### src/hdl/http_response_deframer_core_defines.svh
// Assertion macros shared by the deframer RTL.
`ifndef HTTP_RESPONSE_DEFRAMER_CORE_DEFINES_SVH
`define HTTP_RESPONSE_DEFRAMER_CORE_DEFINES_SVH

// Checks that the consequent holds in the same cycle as the antecedent.
`define HRD_ASSERT_NOW(label, ante, cons, msg) \
  label: assert property (@(posedge clk) disable iff (rst) (ante) |-> (cons)) \
    else $error(msg);

// Checks that the consequent holds in the cycle after the antecedent.
`define HRD_ASSERT_NEXT(label, ante, cons, msg) \
  label: assert property (@(posedge clk) disable iff (rst) (ante) |=> (cons)) \
    else $error(msg);

`endif

### src/hdl/hrd_pkg.sv
// Types, constants and helper functions of the HTTP response deframer.
package hrd_pkg;

  localparam int LENGTH_BITS_DEFAULT = 32;

  typedef enum logic [7:0] {
    PH_STATUS      = 8'b0000_0001,
    PH_HEADER      = 8'b0000_0010,
    PH_LENGTH      = 8'b0000_0100,
    PH_UNTIL_CLOSE = 8'b0000_1000,
    PH_SIZE        = 8'b0001_0000,
    PH_DATA        = 8'b0010_0000,
    PH_GAP         = 8'b0100_0000,
    PH_TRAILER     = 8'b1000_0000
  } phase_t;

  typedef enum logic [1:0] {
    KIND_BODY  = 2'd0,
    KIND_DONE  = 2'd1,
    KIND_ERROR = 2'd2
  } kind_t;

  typedef enum logic {
    OP_DATA  = 1'b0,
    OP_CLOSE = 1'b1
  } op_t;

  localparam int CAND_CL   = 0;
  localparam int CAND_TE   = 1;
  localparam int CAND_CONN = 2;

  localparam logic [7:0] CH_CR    = 8'h0D;
  localparam logic [7:0] CH_LF    = 8'h0A;
  localparam logic [7:0] CH_SPACE = 8'h20;
  localparam logic [7:0] CH_COLON = 8'h3A;
  localparam logic [7:0] CH_SEMI  = 8'h3B;
  localparam logic [7:0] CH_PLUS  = 8'h2B;
  localparam logic [7:0] CH_MINUS = 8'h2D;
  localparam logic [7:0] CH_ZERO  = 8'h30;
  localparam logic [7:0] CH_X_LO  = 8'h78;
  localparam logic [7:0] CH_X_UP  = 8'h58;

  localparam logic [8*14-1:0] NAME_CL   = "content-length";
  localparam logic [8*17-1:0] NAME_TE   = "transfer-encoding";
  localparam logic [8*10-1:0] NAME_CONN = "connection";
  localparam logic [8*7-1:0]  WORD_CHUNKED = "chunked";
  localparam logic [8*7-1:0]  WORD_CLOSE   = {"close", 16'h0000};
  localparam logic [2:0]      LEN_CHUNKED  = 3'd7;
  localparam logic [2:0]      LEN_CLOSE    = 3'd5;

  localparam logic [9:0] CODE_MAX = 10'd999;

  typedef struct packed {
    phase_t     phase;
    logic       held_cr;
    logic [1:0] space_count;
    logic [9:0] code_value;
    logic       line_nonempty;
    logic       colon_seen;
    logic [4:0] key_position;
    logic [2:0] key_candidates;
    logic       key_gap;
    logic [2:0] chunked_match;
    logic [2:0] close_match;
    logic       length_valid;
    logic       chunked_flag;
    logic       keep_flag;
    logic       size_done;
  } hrd_state_t;

  localparam hrd_state_t HRD_STATE_RESET = '{
    phase: PH_STATUS, key_candidates: 3'b111, keep_flag: 1'b1, default: '0};

  typedef struct packed {
    kind_t      result_kind;
    logic [7:0] body_byte;
    logic [9:0] resp_code;
    logic       reuse_ok;
    logic       last;
  } hrd_result_t;

  function automatic logic is_ws(input logic [7:0] c);
    return (c == CH_SPACE) || (c >= 8'd9 && c <= 8'd13);
  endfunction

  function automatic logic is_dig(input logic [7:0] c);
    return c >= 8'h30 && c <= 8'h39;
  endfunction

  function automatic logic [7:0] fold_case(input logic [7:0] c);
    return (c >= 8'h41 && c <= 8'h5A) ? c + 8'd32 : c;
  endfunction

  // Returns 16 for a byte that is not a hex digit.
  function automatic logic [4:0] hexval(input logic [7:0] c);
    logic [7:0] lc;
    lc = fold_case(c);
    if (is_dig(c)) return {1'b0, c[3:0]};
    if (lc >= 8'h61 && lc <= 8'h66) return 5'(lc - 8'h61 + 8'd10);
    return 5'd16;
  endfunction

  function automatic hrd_state_t clear_line(input hrd_state_t s);
    hrd_state_t r;
    r = s;
    r.line_nonempty  = 1'b0;
    r.colon_seen     = 1'b0;
    r.key_position   = '0;
    r.key_candidates = 3'b111;
    r.key_gap        = 1'b0;
    r.chunked_match  = '0;
    r.close_match    = '0;
    return r;
  endfunction

  function automatic logic cl_ok(input logic [4:0] p, input logic [7:0] lc);
    if (p >= 5'd14) return 1'b0;
    return NAME_CL[8*(13 - int'(p)) +: 8] == lc;
  endfunction

  function automatic logic te_ok(input logic [4:0] p, input logic [7:0] lc);
    if (p >= 5'd17) return 1'b0;
    return NAME_TE[8*(16 - int'(p)) +: 8] == lc;
  endfunction

  function automatic logic conn_ok(input logic [4:0] p, input logic [7:0] lc);
    if (p >= 5'd10) return 1'b0;
    return NAME_CONN[8*(9 - int'(p)) +: 8] == lc;
  endfunction

  // One step of a substring search; the words hold their first letter once.
  function automatic logic [2:0] match_step(input logic [2:0] m, input logic [7:0] c,
                                            input logic [8*7-1:0] pat,
                                            input logic [2:0] len);
    if (m >= len) return len;
    if (c == pat[8*(6 - int'(m)) +: 8]) return m + 3'd1;
    return (c == pat[55:48]) ? 3'd1 : 3'd0;
  endfunction

  function automatic hrd_result_t make_result(input kind_t k, input logic [7:0] b,
                                              input logic [9:0] code, input logic ka);
    hrd_result_t r;
    r.result_kind = k;
    r.body_byte   = b;
    r.resp_code   = code;
    r.reuse_ok    = ka;
    r.last        = 1'b0;
    return r;
  endfunction

endpackage

### src/hdl/hrd_in_if.sv
// Input channel carrying stream bytes and connection-close events.
interface hrd_in_if;
  logic       valid;
  logic       ready;
  logic       operation;
  logic [7:0] data_byte;

  modport source(output valid, output operation, output data_byte, input ready);
  modport sink(input valid, input operation, input data_byte, output ready);
endinterface

### src/hdl/hrd_out_if.sv
// Output channel carrying body bytes, completions and errors.
interface hrd_out_if;
  logic       valid;
  logic       ready;
  logic [1:0] result_kind;
  logic [7:0] body_byte;
  logic [9:0] resp_code;
  logic       reuse_ok;
  logic       last;

  modport source(output valid, output result_kind, output body_byte,
                 output resp_code, output reuse_ok, output last, input ready);
  modport sink(input valid, input result_kind, input body_byte,
               input resp_code, input reuse_ok, input last, output ready);
endinterface

### src/hdl/hrd_result_fifo.sv
// Four-entry result queue that takes up to two results and gives one per cycle on pop.
module hrd_result_fifo (
  input  logic                clk,
  input  logic                rst,
  input  logic [1:0]          push_count,
  input  hrd_pkg::hrd_result_t push0,
  input  hrd_pkg::hrd_result_t push1,
  input  logic                pop,
  output hrd_pkg::hrd_result_t head,
  output logic [2:0]          count
);
  import hrd_pkg::*;

  hrd_result_t entries [4];
  logic [1:0]  wr_ptr;
  logic [1:0]  rd_ptr;

  always_ff @(posedge clk) begin
    if (push_count != 2'd0) begin
      entries[wr_ptr] <= push0;
    end
    if (push_count == 2'd2) begin
      entries[wr_ptr + 2'd1] <= push1;
    end
  end

  always_ff @(posedge clk) begin
    if (rst) begin
      wr_ptr <= '0;
      rd_ptr <= '0;
      count  <= '0;
    end else begin
      wr_ptr <= wr_ptr + push_count;
      rd_ptr <= rd_ptr + {1'b0, pop};
      count  <= count + {1'b0, push_count} - {2'b00, pop};
    end
  end

  assign head = entries[rd_ptr];

endmodule

### src/hdl/http_response_deframer_core.sv
// Top level of the HTTP response deframer: parser state and result queue.
//
//   channel | dir | beat carries
//   stream  | in  | operation, data_byte
//   result  | out | result_kind, body_byte, resp_code, reuse_ok, last
//
// A stream beat is registered, then parsed combinationally into zero to two
// results that enter a four-entry result queue, whose registered entries feed
// the result port. One beat is taken every cycle while the result side is
// ready and each beat gives at most one result; the final body byte of a
// content-length response gives two, and the queue's single output port then
// paces the stream. Reset is synchronous and returns the parser to the status
// line. A stalled result side fills the queue and then holds stream ready low.
module http_response_deframer_core #(
  parameter int LENGTH_BITS = hrd_pkg::LENGTH_BITS_DEFAULT
) (
  input logic     clk,
  input logic     rst,
  hrd_in_if.sink  stream,
  hrd_out_if.source result
);
  import hrd_pkg::*;
  `include "http_response_deframer_core_defines.svh"

  localparam logic [LENGTH_BITS-1:0] LEN_MAX = '1;

  typedef struct packed {
    hrd_state_t             s;
    logic [LENGTH_BITS-1:0] len;
    logic [LENGTH_BITS-1:0] rem;
  } ctx_t;

  ctx_t        ctx;
  ctx_t        ctx_next;
  logic        s1_valid;
  logic        s1_op;
  logic [7:0]  s1_byte;
  logic        s1_fire;
  logic [1:0]  step_n;
  hrd_result_t res0;
  hrd_result_t res1;
  hrd_result_t head;
  logic [2:0]  fifo_count;
  kind_t       final_kind;

  function automatic logic [LENGTH_BITS-1:0] sat10(input logic [LENGTH_BITS-1:0] v,
                                                   input logic [3:0] d);
    logic [LENGTH_BITS+3:0] t;
    t = ({4'b0, v} << 3) + ({4'b0, v} << 1) + {{LENGTH_BITS{1'b0}}, d};
    return (t[LENGTH_BITS+3:LENGTH_BITS] != 4'd0) ? LEN_MAX : t[LENGTH_BITS-1:0];
  endfunction

  function automatic logic [LENGTH_BITS-1:0] sat16(input logic [LENGTH_BITS-1:0] v,
                                                   input logic [3:0] h);
    return (v[LENGTH_BITS-1:LENGTH_BITS-4] != 4'd0) ? LEN_MAX
                                                   : {v[LENGTH_BITS-5:0], h};
  endfunction

  function automatic ctx_t key_char(input ctx_t x, input logic [7:0] c);
    ctx_t       r;
    logic [4:0] p;
    logic [2:0] cand;
    logic [7:0] lc;
    r = x;
    p = x.s.key_position;
    lc = fold_case(c);
    cand = '0;
    if (c == CH_COLON) begin
      cand[CAND_CL]   = x.s.key_candidates[CAND_CL] && p == 5'd14;
      cand[CAND_TE]   = x.s.key_candidates[CAND_TE] && p == 5'd17;
      cand[CAND_CONN] = x.s.key_candidates[CAND_CONN] && p == 5'd10;
      r.s.key_candidates = cand;
      r.s.colon_seen = 1'b1;
      r.s.key_position = '0;
      r.s.chunked_match = '0;
      r.s.close_match = '0;
      if (cand[CAND_CL]) begin
        r.len = '0;
        r.s.length_valid = 1'b1;
      end
    end else if (is_ws(c)) begin
      if (p != 5'd0) r.s.key_gap = 1'b1;
    end else if (x.s.key_gap) begin
      r.s.key_candidates = '0;
    end else begin
      if (!cl_ok(p, lc)) r.s.key_candidates[CAND_CL] = 1'b0;
      if (!te_ok(p, lc)) r.s.key_candidates[CAND_TE] = 1'b0;
      if (!conn_ok(p, lc)) r.s.key_candidates[CAND_CONN] = 1'b0;
      if (p < 5'd31) r.s.key_position = p + 5'd1;
    end
    return r;
  endfunction

  function automatic ctx_t value_char(input ctx_t x, input logic [7:0] c);
    ctx_t       r;
    logic [7:0] lc;
    r = x;
    lc = fold_case(c);
    if (x.s.key_candidates[CAND_CL]) begin
      unique case (x.s.key_position)
        5'd0: begin
          if (is_ws(c)) begin
            r.s.key_position = 5'd0;
          end else if (c == CH_PLUS) begin
            r.s.key_position = 5'd1;
          end else if (c == CH_MINUS) begin
            r.s.length_valid = 1'b0;
            r.s.key_position = 5'd3;
          end else if (is_dig(c)) begin
            r.len = {{(LENGTH_BITS-4){1'b0}}, c[3:0]};
            r.s.key_position = 5'd2;
          end else begin
            r.s.key_position = 5'd3;
          end
        end
        5'd1, 5'd2: begin
          if (is_dig(c)) begin
            r.len = sat10(x.len, c[3:0]);
            r.s.key_position = 5'd2;
          end else begin
            r.s.key_position = 5'd3;
          end
        end
        default: r.s.key_position = x.s.key_position;
      endcase
    end
    if (x.s.key_candidates[CAND_TE] && !x.s.chunked_flag) begin
      r.s.chunked_match = match_step(x.s.chunked_match, lc, WORD_CHUNKED, LEN_CHUNKED);
      if (r.s.chunked_match == LEN_CHUNKED) r.s.chunked_flag = 1'b1;
    end
    if (x.s.key_candidates[CAND_CONN]) begin
      r.s.close_match = match_step(x.s.close_match, lc, WORD_CLOSE, LEN_CLOSE);
      if (r.s.close_match == LEN_CLOSE) r.s.keep_flag = 1'b0;
    end
    return r;
  endfunction

  function automatic ctx_t size_char(input ctx_t x, input logic [7:0] c);
    ctx_t       r;
    logic [4:0] h;
    r = x;
    h = hexval(c);
    if (x.s.size_done) return r;
    if (c == CH_SEMI) begin
      r.s.size_done = 1'b1;
      return r;
    end
    unique case (x.s.space_count)
      2'd0: begin
        if (is_ws(c)) begin
          r.s.space_count = 2'd0;
        end else if (c == CH_ZERO) begin
          r.s.space_count = 2'd1;
        end else if (!h[4]) begin
          r.rem = {{(LENGTH_BITS-4){1'b0}}, h[3:0]};
          r.s.space_count = 2'd3;
        end else begin
          r.s.size_done = 1'b1;
        end
      end
      2'd1: begin
        if (c == CH_X_LO || c == CH_X_UP) begin
          r.s.space_count = 2'd2;
        end else if (!h[4]) begin
          r.rem = {{(LENGTH_BITS-4){1'b0}}, h[3:0]};
          r.s.space_count = 2'd3;
        end else begin
          r.s.size_done = 1'b1;
        end
      end
      2'd2: begin
        if (!h[4]) begin
          r.rem = {{(LENGTH_BITS-4){1'b0}}, h[3:0]};
          r.s.space_count = 2'd3;
        end else begin
          r.s.size_done = 1'b1;
        end
      end
      default: begin
        if (!h[4]) r.rem = sat16(x.rem, h[3:0]);
        else r.s.size_done = 1'b1;
      end
    endcase
    return r;
  endfunction

  function automatic ctx_t line_char(input ctx_t x, input logic [7:0] c);
    ctx_t        r;
    logic [13:0] t;
    r = x;
    t = ({4'b0, x.s.code_value} << 3) + ({4'b0, x.s.code_value} << 1)
        + {10'b0, c[3:0]};
    if (x.s.phase == PH_STATUS) begin
      if (c == CH_SPACE) begin
        if (x.s.space_count < 2'd2) r.s.space_count = x.s.space_count + 2'd1;
      end else if (x.s.space_count == 2'd1) begin
        if (is_dig(c)) r.s.code_value = (t > 14'(CODE_MAX)) ? CODE_MAX : t[9:0];
        else r.s.space_count = 2'd2;
      end
    end else if (x.s.phase == PH_HEADER) begin
      r.s.line_nonempty = 1'b1;
      if (x.s.colon_seen) r = value_char(r, c);
      else r = key_char(r, c);
    end else if (x.s.phase == PH_SIZE) begin
      r = size_char(x, c);
    end
    return r;
  endfunction

  // Input register.
  assign s1_fire = s1_valid && (fifo_count <= 3'd2);
  assign stream.ready = !s1_valid || s1_fire;

  always_ff @(posedge clk) begin
    if (rst) begin
      s1_valid <= 1'b0;
    end else if (stream.ready) begin
      s1_valid <= stream.valid;
    end
  end

  always_ff @(posedge clk) begin
    if (stream.valid && stream.ready) begin
      s1_op   <= stream.operation;
      s1_byte <= stream.data_byte;
    end
  end

  // One parser step per registered beat.
  always_comb begin
    ctx_t x;
    logic fin;
    x = ctx;
    fin = 1'b0;
    step_n = 2'd0;
    res0 = '0;
    res1 = '0;
    if (s1_op == OP_CLOSE) begin
      step_n = 2'd1;
      if (x.s.phase == PH_UNTIL_CLOSE) begin
        res0 = make_result(KIND_DONE, 8'd0, x.s.code_value, 1'b0);
      end else if (x.s.phase == PH_TRAILER) begin
        res0 = make_result(KIND_DONE, 8'd0, x.s.code_value, x.s.keep_flag);
      end else begin
        res0 = make_result(KIND_ERROR, 8'd0, 10'd0, 1'b0);
      end
      fin = 1'b1;
    end else if (x.s.phase == PH_LENGTH || x.s.phase == PH_UNTIL_CLOSE ||
                 x.s.phase == PH_DATA) begin
      res0 = make_result(KIND_BODY, s1_byte, 10'd0, 1'b0);
      step_n = 2'd1;
      if (x.s.phase != PH_UNTIL_CLOSE) begin
        if (x.rem != '0) x.rem = x.rem - 1'b1;
        if (x.rem == '0) begin
          if (x.s.phase == PH_LENGTH) begin
            res1 = make_result(KIND_DONE, 8'd0, x.s.code_value, x.s.keep_flag);
            step_n = 2'd2;
            fin = 1'b1;
          end else begin
            x.s.phase = PH_GAP;
            x.rem = LENGTH_BITS'(2);
          end
        end
      end
    end else if (x.s.phase == PH_GAP) begin
      if (x.rem != '0) x.rem = x.rem - 1'b1;
      if (x.rem == '0) begin
        x.s.phase = PH_SIZE;
        x.s.held_cr = 1'b0;
        x.s.space_count = '0;
        x.s.size_done = 1'b0;
      end
    end else if (x.s.held_cr && s1_byte == CH_LF) begin
      x.s.held_cr = 1'b0;
      if (x.s.phase == PH_STATUS) begin
        if (x.s.space_count == 2'd0) begin
          res0 = make_result(KIND_ERROR, 8'd0, 10'd0, 1'b0);
          step_n = 2'd1;
          fin = 1'b1;
        end else begin
          x.s = clear_line(x.s);
          x.s.phase = PH_HEADER;
        end
      end else if (x.s.phase == PH_HEADER) begin
        if (x.s.line_nonempty) begin
          x.s = clear_line(x.s);
        end else begin
          x.s.space_count = '0;
          x.s.size_done = 1'b0;
          if (x.s.chunked_flag) begin
            x.s.phase = PH_SIZE;
            x.rem = '0;
          end else if (x.s.length_valid) begin
            if (x.len == '0) begin
              res0 = make_result(KIND_DONE, 8'd0, x.s.code_value, x.s.keep_flag);
              step_n = 2'd1;
              fin = 1'b1;
            end else begin
              x.s.phase = PH_LENGTH;
              x.rem = x.len;
            end
          end else begin
            x.s.phase = PH_UNTIL_CLOSE;
          end
        end
      end else if (x.s.phase == PH_SIZE) begin
        x.s.phase = (x.rem == '0) ? PH_TRAILER : PH_DATA;
        x.s.space_count = '0;
        x.s.size_done = 1'b0;
      end else begin
        res0 = make_result(KIND_DONE, 8'd0, x.s.code_value, x.s.keep_flag);
        step_n = 2'd1;
        fin = 1'b1;
      end
    end else begin
      if (x.s.held_cr) begin
        x.s.held_cr = 1'b0;
        x = line_char(x, CH_CR);
      end
      if (s1_byte == CH_CR) x.s.held_cr = 1'b1;
      else x = line_char(x, s1_byte);
    end
    if (fin) begin
      x.s = HRD_STATE_RESET;
      x.len = '0;
      x.rem = '0;
    end
    if (step_n == 2'd1) res0.last = 1'b1;
    if (step_n == 2'd2) res1.last = 1'b1;
    ctx_next = x;
  end

  always_ff @(posedge clk) begin
    if (rst) begin
      ctx.s   <= HRD_STATE_RESET;
      ctx.len <= '0;
      ctx.rem <= '0;
    end else if (s1_fire) begin
      ctx <= ctx_next;
    end
  end

  hrd_result_fifo u_fifo (
    .clk       (clk),
    .rst       (rst),
    .push_count(s1_fire ? step_n : 2'd0),
    .push0     (res0),
    .push1     (res1),
    .pop       (result.valid && result.ready),
    .head      (head),
    .count     (fifo_count)
  );

  assign result.valid       = fifo_count != 3'd0;
  assign result.result_kind = head.result_kind;
  assign result.body_byte   = head.body_byte;
  assign result.resp_code   = head.resp_code;
  assign result.reuse_ok    = head.reuse_ok;
  assign result.last        = head.last;

  assign final_kind = (step_n == 2'd2) ? res1.result_kind : res0.result_kind;

  `HRD_ASSERT_NOW(a_queue_bound, 1'b1, fifo_count <= 3'd4, "result queue overflow")
  `HRD_ASSERT_NOW(a_close_one, s1_fire && s1_op == OP_CLOSE, step_n == 2'd1,
                  "close must give exactly one result")
  `HRD_ASSERT_NEXT(a_end_to_status,
                   s1_fire && step_n != 2'd0 && final_kind != KIND_BODY,
                   ctx.s.phase == PH_STATUS, "completion must return to status line")
  `HRD_ASSERT_NOW(a_body_phase,
                  s1_fire && step_n != 2'd0 && res0.result_kind == KIND_BODY,
                  ctx.s.phase == PH_LENGTH || ctx.s.phase == PH_UNTIL_CLOSE ||
                  ctx.s.phase == PH_DATA, "body byte outside a body phase")

endmodule

### src/flat_wrapper.sv
// flat-port wrapper written by rule: the top's interface ports become plain ports
module http_response_deframer_core_flat import hrd_pkg::*;
#(
  parameter int LENGTH_BITS = hrd_pkg::LENGTH_BITS_DEFAULT
)
  (clk, rst, stream_valid, stream_operation, stream_data_byte, stream_ready, result_valid, result_result_kind, result_body_byte, result_resp_code, result_reuse_ok, result_last, result_ready);
  hrd_in_if stream_i ();
  hrd_out_if result_i ();
  input logic clk;
  input logic rst;
  input wire logic [$bits(stream_i.valid)-1:0] stream_valid;
  input wire logic [$bits(stream_i.operation)-1:0] stream_operation;
  input wire logic [$bits(stream_i.data_byte)-1:0] stream_data_byte;
  output wire logic [$bits(stream_i.ready)-1:0] stream_ready;
  output wire logic [$bits(result_i.valid)-1:0] result_valid;
  output wire logic [$bits(result_i.result_kind)-1:0] result_result_kind;
  output wire logic [$bits(result_i.body_byte)-1:0] result_body_byte;
  output wire logic [$bits(result_i.resp_code)-1:0] result_resp_code;
  output wire logic [$bits(result_i.reuse_ok)-1:0] result_reuse_ok;
  output wire logic [$bits(result_i.last)-1:0] result_last;
  input wire logic [$bits(result_i.ready)-1:0] result_ready;
  assign stream_i.valid = stream_valid;
  assign stream_i.operation = stream_operation;
  assign stream_i.data_byte = stream_data_byte;
  assign stream_ready = stream_i.ready;
  assign result_valid = result_i.valid;
  assign result_result_kind = result_i.result_kind;
  assign result_body_byte = result_i.body_byte;
  assign result_resp_code = result_i.resp_code;
  assign result_reuse_ok = result_i.reuse_ok;
  assign result_last = result_i.last;
  assign result_i.ready = result_ready;
  http_response_deframer_core #(.LENGTH_BITS(LENGTH_BITS)) u_core (.clk(clk), .rst(rst), .stream(stream_i), .result(result_i));
endmodule
### config.mk
export PLATFORM = sky130hd
export DESIGN_NAME = http_response_deframer_core_flat
export DESIGN_NICKNAME = d
export VERILOG_FILES = /design/src/hdl/hrd_pkg.sv /design/src/hdl/hrd_in_if.sv /design/src/hdl/hrd_out_if.sv /design/src/hdl/hrd_result_fifo.sv /design/src/hdl/http_response_deframer_core.sv /design/src/flat_wrapper.sv
export VERILOG_INCLUDE_DIRS = /design/src /design/src/hdl
export SDC_FILE = /design/constraint.sdc
export NUM_CORES = 1
export LEC_CHECK = 0
export ABC_CLOCK_PERIOD_IN_PS = 7100
export BUFFER_PORTS_ARGS = -buffer_cell sky130_fd_sc_hd__buf_2
export CAP_MARGIN = 5
export CORE_UTILIZATION = 65
export DETAILED_ROUTE_END_ITERATION = 7
export PLACE_DENSITY = 0.82
export SYNTH_ARGS = -nofsm -noshare
export SYNTH_HDL_FRONTEND = slang
export SYNTH_SLANG_ARGS = --single-unit
### constraint.sdc
create_clock -name clk -period 7.1 [get_ports clk]
set_clock_uncertainty 0.1 [all_clocks]
set_input_delay 1.775 -clock clk [delete_from_list [all_inputs] [get_ports clk]]
set_output_delay 1.775 -clock clk [all_outputs]
set_load 0.1 [all_outputs]
# After elaboration in Yosys (flattened, before gate mapping)
# Memory sizes are Yosys's and may differ from the RTL's. A register that Yosys moved wholly into a read port is not among the register bits.
# Cells that the tools add are included.
[word_totals]
mem_count = 1
ff_bits = 123
wordCells = 689
out_inout_bits = 24
in_bits = 13
ram_bits = 88
[op_classes]
magnitude_cmp = 19
eq_ne = 71
n_shift = 7
n_addsub = 26
mux = 497
reduce_logical = 45
[mem_list]
columns = ["name", "depth", "word_bits", "read_ports", "rd_ports_with_merged_regs", "wr", "line", "rtl"]
rows = [
  ["u_core.u_fifo.entries", 4, 22, 1, 1, 2, "hrd_result_fifo.sv:14", "hrd_result_t entries [4];"],
]
[ops]
columns = ["operator", "count"]
rows = [
  ["106-bit two-way mux", 23],
  ["32-bit two-way mux", 36],
  ["22-bit two-way mux", 16],
  ["1-bit two-way mux", 266],
  ["56-bit by 32-bit indexed part select with 8-bit output, first input constant", 4],
  ["3-bit two-way mux", 57],
  ["84-bit two-way mux", 2],
  ["136-bit by 32-bit indexed part select with 8-bit output, first input constant", 1],
  ["32-bit zero test", 4],
  ["42-bit two-way mux", 3],
  ["8-bit two-way mux", 15],
  ["112-bit by 32-bit indexed part select with 8-bit output, first input constant", 1],
  ["12-bit two-way mux", 9],
  ["97-bit two-way mux", 1],
  ["32-bit case mux with 3 select lines", 1],
  ["5-bit two-way mux", 19],
  ["95-bit two-way mux", 1],
  ["85-bit two-way mux", 1],
  ["80-bit by 32-bit indexed part select with 8-bit output, first input constant", 1],
  ["66-bit two-way mux", 1],
  ["32-bit case mux with 2 select lines", 1],
  ["21-bit two-way mux", 3],
  ["8-bit by 6-bit == test with 1-bit output, second input constant", 7],
  ["2-bit two-way mux", 27],
  ["other kinds (88)", 165],
]

# Logic depth before layout (Yosys ltp)
[logic_depth]
depth_word = 93
ltp_mapped = 20

# Hierarchy
# A second synthesis with hierarchy kept.
[hier_totals]
cells_unflattened = 2100
hier_area_um2 = 18112.4
[modules_own_cells]
columns = ["module", "cells_each", "area_each_um2", "instances", "seq_area_each_um2"]
rows = [
  ["http_response_deframer_core", 1848, 13426.6, 1, 2412.3],
  ["hrd_result_fifo", 252, 4685.7, 1, 2782.7],
]

# Worst setup path before layout
# Ideal clock, no wire load.
[synth_timing]
kind = "reg2reg"
start = "register u_core.ctx[4] (netlist bit)"
end = "memory u_core.u_fifo.entries[0][0] (netlist bit) (enable)"
path_buffers = 3
required_time_ps = 6577
arrival_ps = 4612
slack_ps = 1964
setup_time_ps = 423
stages_incl_launch_ff = 12
cell_sequence = "dfxtp_1 > buf_2 > or4_1 > buf_2 > or4_1 > a2111oi_4 > mux2i_1 > and4b_4 > nand4_4 > or2_1 > buf_2 > o41ai_1"
[synth_lines]
columns = ["item", "line", "rtl"]
rows = [
  ["start, declared", "http_response_deframer_core.sv:33", "ctx_t ctx;"],
  ["start signal, assigned", "http_response_deframer_core.sv:339", "ctx <= ctx_next;"],
  ["end, declared", "hrd_result_fifo.sv:14", ""],
]

# Final worst setup path
[layout_timing]
start = "register u_core.s1_byte[0]"
end = "register u_core.ctx[63] (netlist bit)"
[layout_between]
elab_chain_len = 28
word_cells_on_any_way = 64
cone_classes = "1 x add/sub; 4 x order compare; 11 x eq/ne; 42 x mux; 6 x reduce/logical"
[layout_rtl]
columns = ["item", "line", "rtl"]
rows = [
  ["start, declared", "http_response_deframer_core.sv:37", "logic [7:0] s1_byte;"],
  ["start signal, assigned", "http_response_deframer_core.sv:225", "s1_byte <= stream.data_byte;"],
  ["branches (longest 28 deep; another with 36-bit by 4-bit adder with 36-bit output)", "-", ""],
]
# Several ways; the timed one is not identified. The select of a mux whose other input is x is not followed.
# A chain may end at the register's enable or synchronous reset.

==> summary.txt <==
Setup path
  – CP max-delay cell: edfxtp_1
  – Crit-path max cell delay: 0.90 ns
  – Critical path capture point type: register
  – Reg-to-reg slack, setup: 1.38 ns
  – R2r worst-path depth: 12
  – Maximum fanout along the worst path: 27
  – Worst flop-to-flop path startpoint: u_core.s1_byte[0]
  – Startpoint Class: register
  – Worst Path Class, Setup: reg2reg
  – Critical-path cell list: inv_1, ha_1, nand4_1, buf_4, nor4_1, o211ai_1, nand2b_1, nor2b_1, o21ai_1, nor4_2, nand2_1, o2bb2ai_1
  – CP Data Arrival Time: 6.05 ns
  – Req. time, crit path: 7.44 ns
  – Worst r2r dst: u_core.ctx[63]

Power
  – Overall power: 3.46 mW
  – Max VDD drop: 0.330 mV
  – PwrDens: between 150 and 200 mW/mm^2
  – Leak Pwr: 7.29 nW

Min path
  – WHS Path Cells: 2
  – Hold path startpoint: u_core.u_fifo.entries[2][14]
  – Hold Path End: u_core.u_fifo.entries[2][14]
  – Worst Hold Class: reg2reg

Flow run
  – MaxCap Viol Count: 0

Routing
  – Met3 WL: 5010 um
  – Remaining DRCs: 0
  – First-pass iteration count of the detailed router: 6
  – Met2 wire length: 25300 um
  – Final Routed Wirelength: 55400 um
  – Via-to-Cell Ratio: 7.11
  – Initial DRC Count: 2436
  – Wl on met1: 22400 um
  – Top sig layer: met4
  – Drt wl/cell: 23.2 um
  – DR vias: 17.0k
  – Antenna-violating nets left: 0

Final layout
  – Final cell count without fillers: 2390
  – Diode count: 0
  – Synth-to-Final Area Change: 7.27%
  – Layout cell share with drive strength beyond 1: 8.11%
  – Commonest cells after routing, fill and taps aside: 214 x nor2_1, 170 x nand2_1, 150 x dfxtp_1, 129 x o21ai_0, 116 x ha_1
  – Commonest non-fill, non-tap cell in the layout: nor2_1
  – Nets: 2175

Clock network
  – TritonCTS clock tree: built
  – Max Buffers Root-to-Sink: 3
  – CTS Buf Count: 25
  – Post-CTS Repair Setup Buffers: 0
  – Hold-fix buffers, CTS: 0
  – Clock root cell: clkbuf_16
  – Post_cts resized: 0
  – Reg clk slew, reported paths: 0.06 ns
  – # H-tree levels: 1
  – # clock sinks: 211
  – Later-pin clock latency in the skew report: 0.54 ns

Global route
  – Gr usage total: 41.0%
  – Global-route wire length before repair: 87300 um
  – Largest net degree at the start of global routing: 33
  – Antenna violations before repair: 0
  – Total gr overflow: 0
  – Vias in the first global route: 16.1k

Yosys
  – Synth Area in Adders: 9.22%
  – Number of synthesis warnings: 0
  – EDFF count, synth: between 60 and 70
  – Mux share of post-synthesis cell area: 4.71%
  – Post-Synth Simple-Gate Area: ~24%
  – Most used DFF post-synth: dfxtp_1
  – Mapped cell area: 0.0169 mm^2
  – XOR/XNOR share of the synthesized area: 3.62%
  – Syn Inst Count: roughly 2.1k
  – Flops & latches, synth: 211
  – Register area share after synthesis: between 20 and 30%
  – Syn avg cell area: 8.12 um^2
  – Post-Syn Nets: 2220
  – Async S/R FF share, synth: 0%
  – Compound-Gate Fraction of Synth Area: 24.7%
  – Yosys cell types: 95
  – Largest family of logic cells by synthesized area: compound AO/OA/AOI/OAI gates

Placed design
  – Placed insts: around 2.3k
  – Routability-driven placement congestion ratio: 1.05
  – Final HPWL DP: 39000 um
  – Port Buffers: 36
  – Setup WS pre-CTS: 1.66 ns

Timing
  – Hold Slack: 0.359 ns
  – Least-Margin Pin Slew: ~1.3 ns
  – Final Worst Setup Slack: 1.38 ns
  – Final Cycle Share: 80.5%
  – Final hold vios: 0
  – Setup TNS: 0 ns
  – Minimum clock period after layout: 5.72 ns
  – Fmax: 175 MHz
  – RSZ-0062 raised after global routing: no
  – Max-slew violations: 0
  – Worst relative slew slack: 10.6%
  – Final setup viols: 0

Die
  – Core footprint: 0.0254 mm^2
  – DIE HEIGHT: about 160 um
  – DIE AREA: 0.0267 mm^2
  – Initial cell density of the core: 66.7%
  – I/O pin count: 37
  – Die width: about 160 um
  – Row cnt: 58

Outcome
  – Status: complete, no violations
-- Yosys cell counts, types with 12 or more instances --
cell type | n | area share (%)
nor2_1 | 214 | 4.7
nand2_1 | 170 | 3.8
dfxtp_1 | 150 | 18
o21ai_0 | 132 | 3.9
a21oi_1 | 117 | 3.5
ha_1 | 116 | 8.6
clkbuf_1 | 114 | 2.5
nand3_1 | 73 | 2.2
inv_1 | 68 | 1.5
nor3_1 | 67 | 2.0
edfxtp_1 | 61 | 11
xnor2_1 | 47 | 2.4
nor2b_1 | 43 | 1.6
and2_1 | 40 | 1.5
a31oi_1 | 39 | 1.4
o2bb2ai_1 | 36 | 1.9
nor4_1 | 31 | 1.1
o31ai_1 | 31 | 1.4
nand4_1 | 30 | 1.1
a21o_1 | 28 | 1.2
mux2i_1 | 28 | 1.7
or3_1 | 26 | 0.96
o211ai_1 | 24 | 1.1
xor2_1 | 23 | 1.2
mux4_2 | 22 | 2.9
and3_1 | 20 | 0.74
nand2b_1 | 19 | 0.70
or4_1 | 19 | 0.84
a22oi_1 | 16 | 0.71
o21a_1 | 16 | 0.71
a211oi_1 | 14 | 0.62
buf_1 | 12 | 0.27
buf_2 | 12 | 0.35
-- cell type report --
type | count | area (um^2)
repair buffers | 68 | 420
clock inverters | 14 | 235
multi-input cells | 1663 | 11300
inverters | 72 | 270
clock buffers | 32 | 682
flip-flops and latches | 211 | 4830
well taps | 330 | 413
fillers | 2059 | 7220
-- per-layer routing --
metal	GRT usage, %	vias to the layer above
met3	6.53	194
met1	53.9	8076
met4	19.1	0
met5	0	-
li1	-	7770
met2	65.9	947
-- critical path: cells and delay by family, from the launching register on --
family,cells,cell delay (ns)
AOI/OAI and AO/OA,3,1.13
adders and majority gates,1,0.45
buffers and inverters,2,0.77
DFF,1,0.90
and+or+nand+nor,6,2.22
-- report_power, final --
group | leakage [nW] | total [mW] | switching, mW | internal [mW]
Clock | 0.442 | 1.45 | 0.546 | 0.899
Sequential | 1.72 | 1.31 | 0.0435 | 1.27
Combinational | 5.12 | 0.700 | 0.517 | 0.183
Total | 7.29 | 3.46 | 1.11 | 2.35
-- worst max path at each step --
stage	start	cells after the start	endpoint
after floorplan	u_core.ctx[4]	11	u_core.u_fifo.entries[0][0]
after global placement	u_core.s1_byte[0]	12	u_core.ctx[63]
after detailed placement	u_core.s1_byte[0]	12	u_core.ctx[63]
after CTS	u_core.s1_byte[0]	12	u_core.ctx[63]
after global routing	u_core.s1_byte[0]	12	u_core.ctx[63]
final	u_core.s1_byte[0]	12	u_core.ctx[63]
-- per-stage QoR --
step | util [%] | instance area, um^2
2_1_floorplan | - | 16900
3_3_place_gp | 67.9 | 17300
3_5_place_dp | 67.9 | 17300
4_1_cts | 71.5 | 18200
5_1_grt | 71.6 | 18200
6_report | 71.6 | 18200
-- state kept, by name (all words and copies together) (netlist names) --
signal	cells
u_core.ctx	106
u_core.u_fifo.entries	88
u_core.s1_byte	8
u_core.u_fifo.count	3
u_core.u_fifo.rd_ptr	2
u_core.u_fifo.wr_ptr	2
u_core.s1_op	1
u_core.s1_valid	1
-- cells by family (layout without fill, tap and decap cells) --
logic type,count (synthesis),after routing
muxes,52,52
xor gates and xnor gates,70,70
adders and majority gates,122,122
DFF,211,211
AOI/OAI and AO/OA,610,610
and+or+nand+nor,809,809
buffers and inverters,212,186
Power figures use the tool's default switching activity.
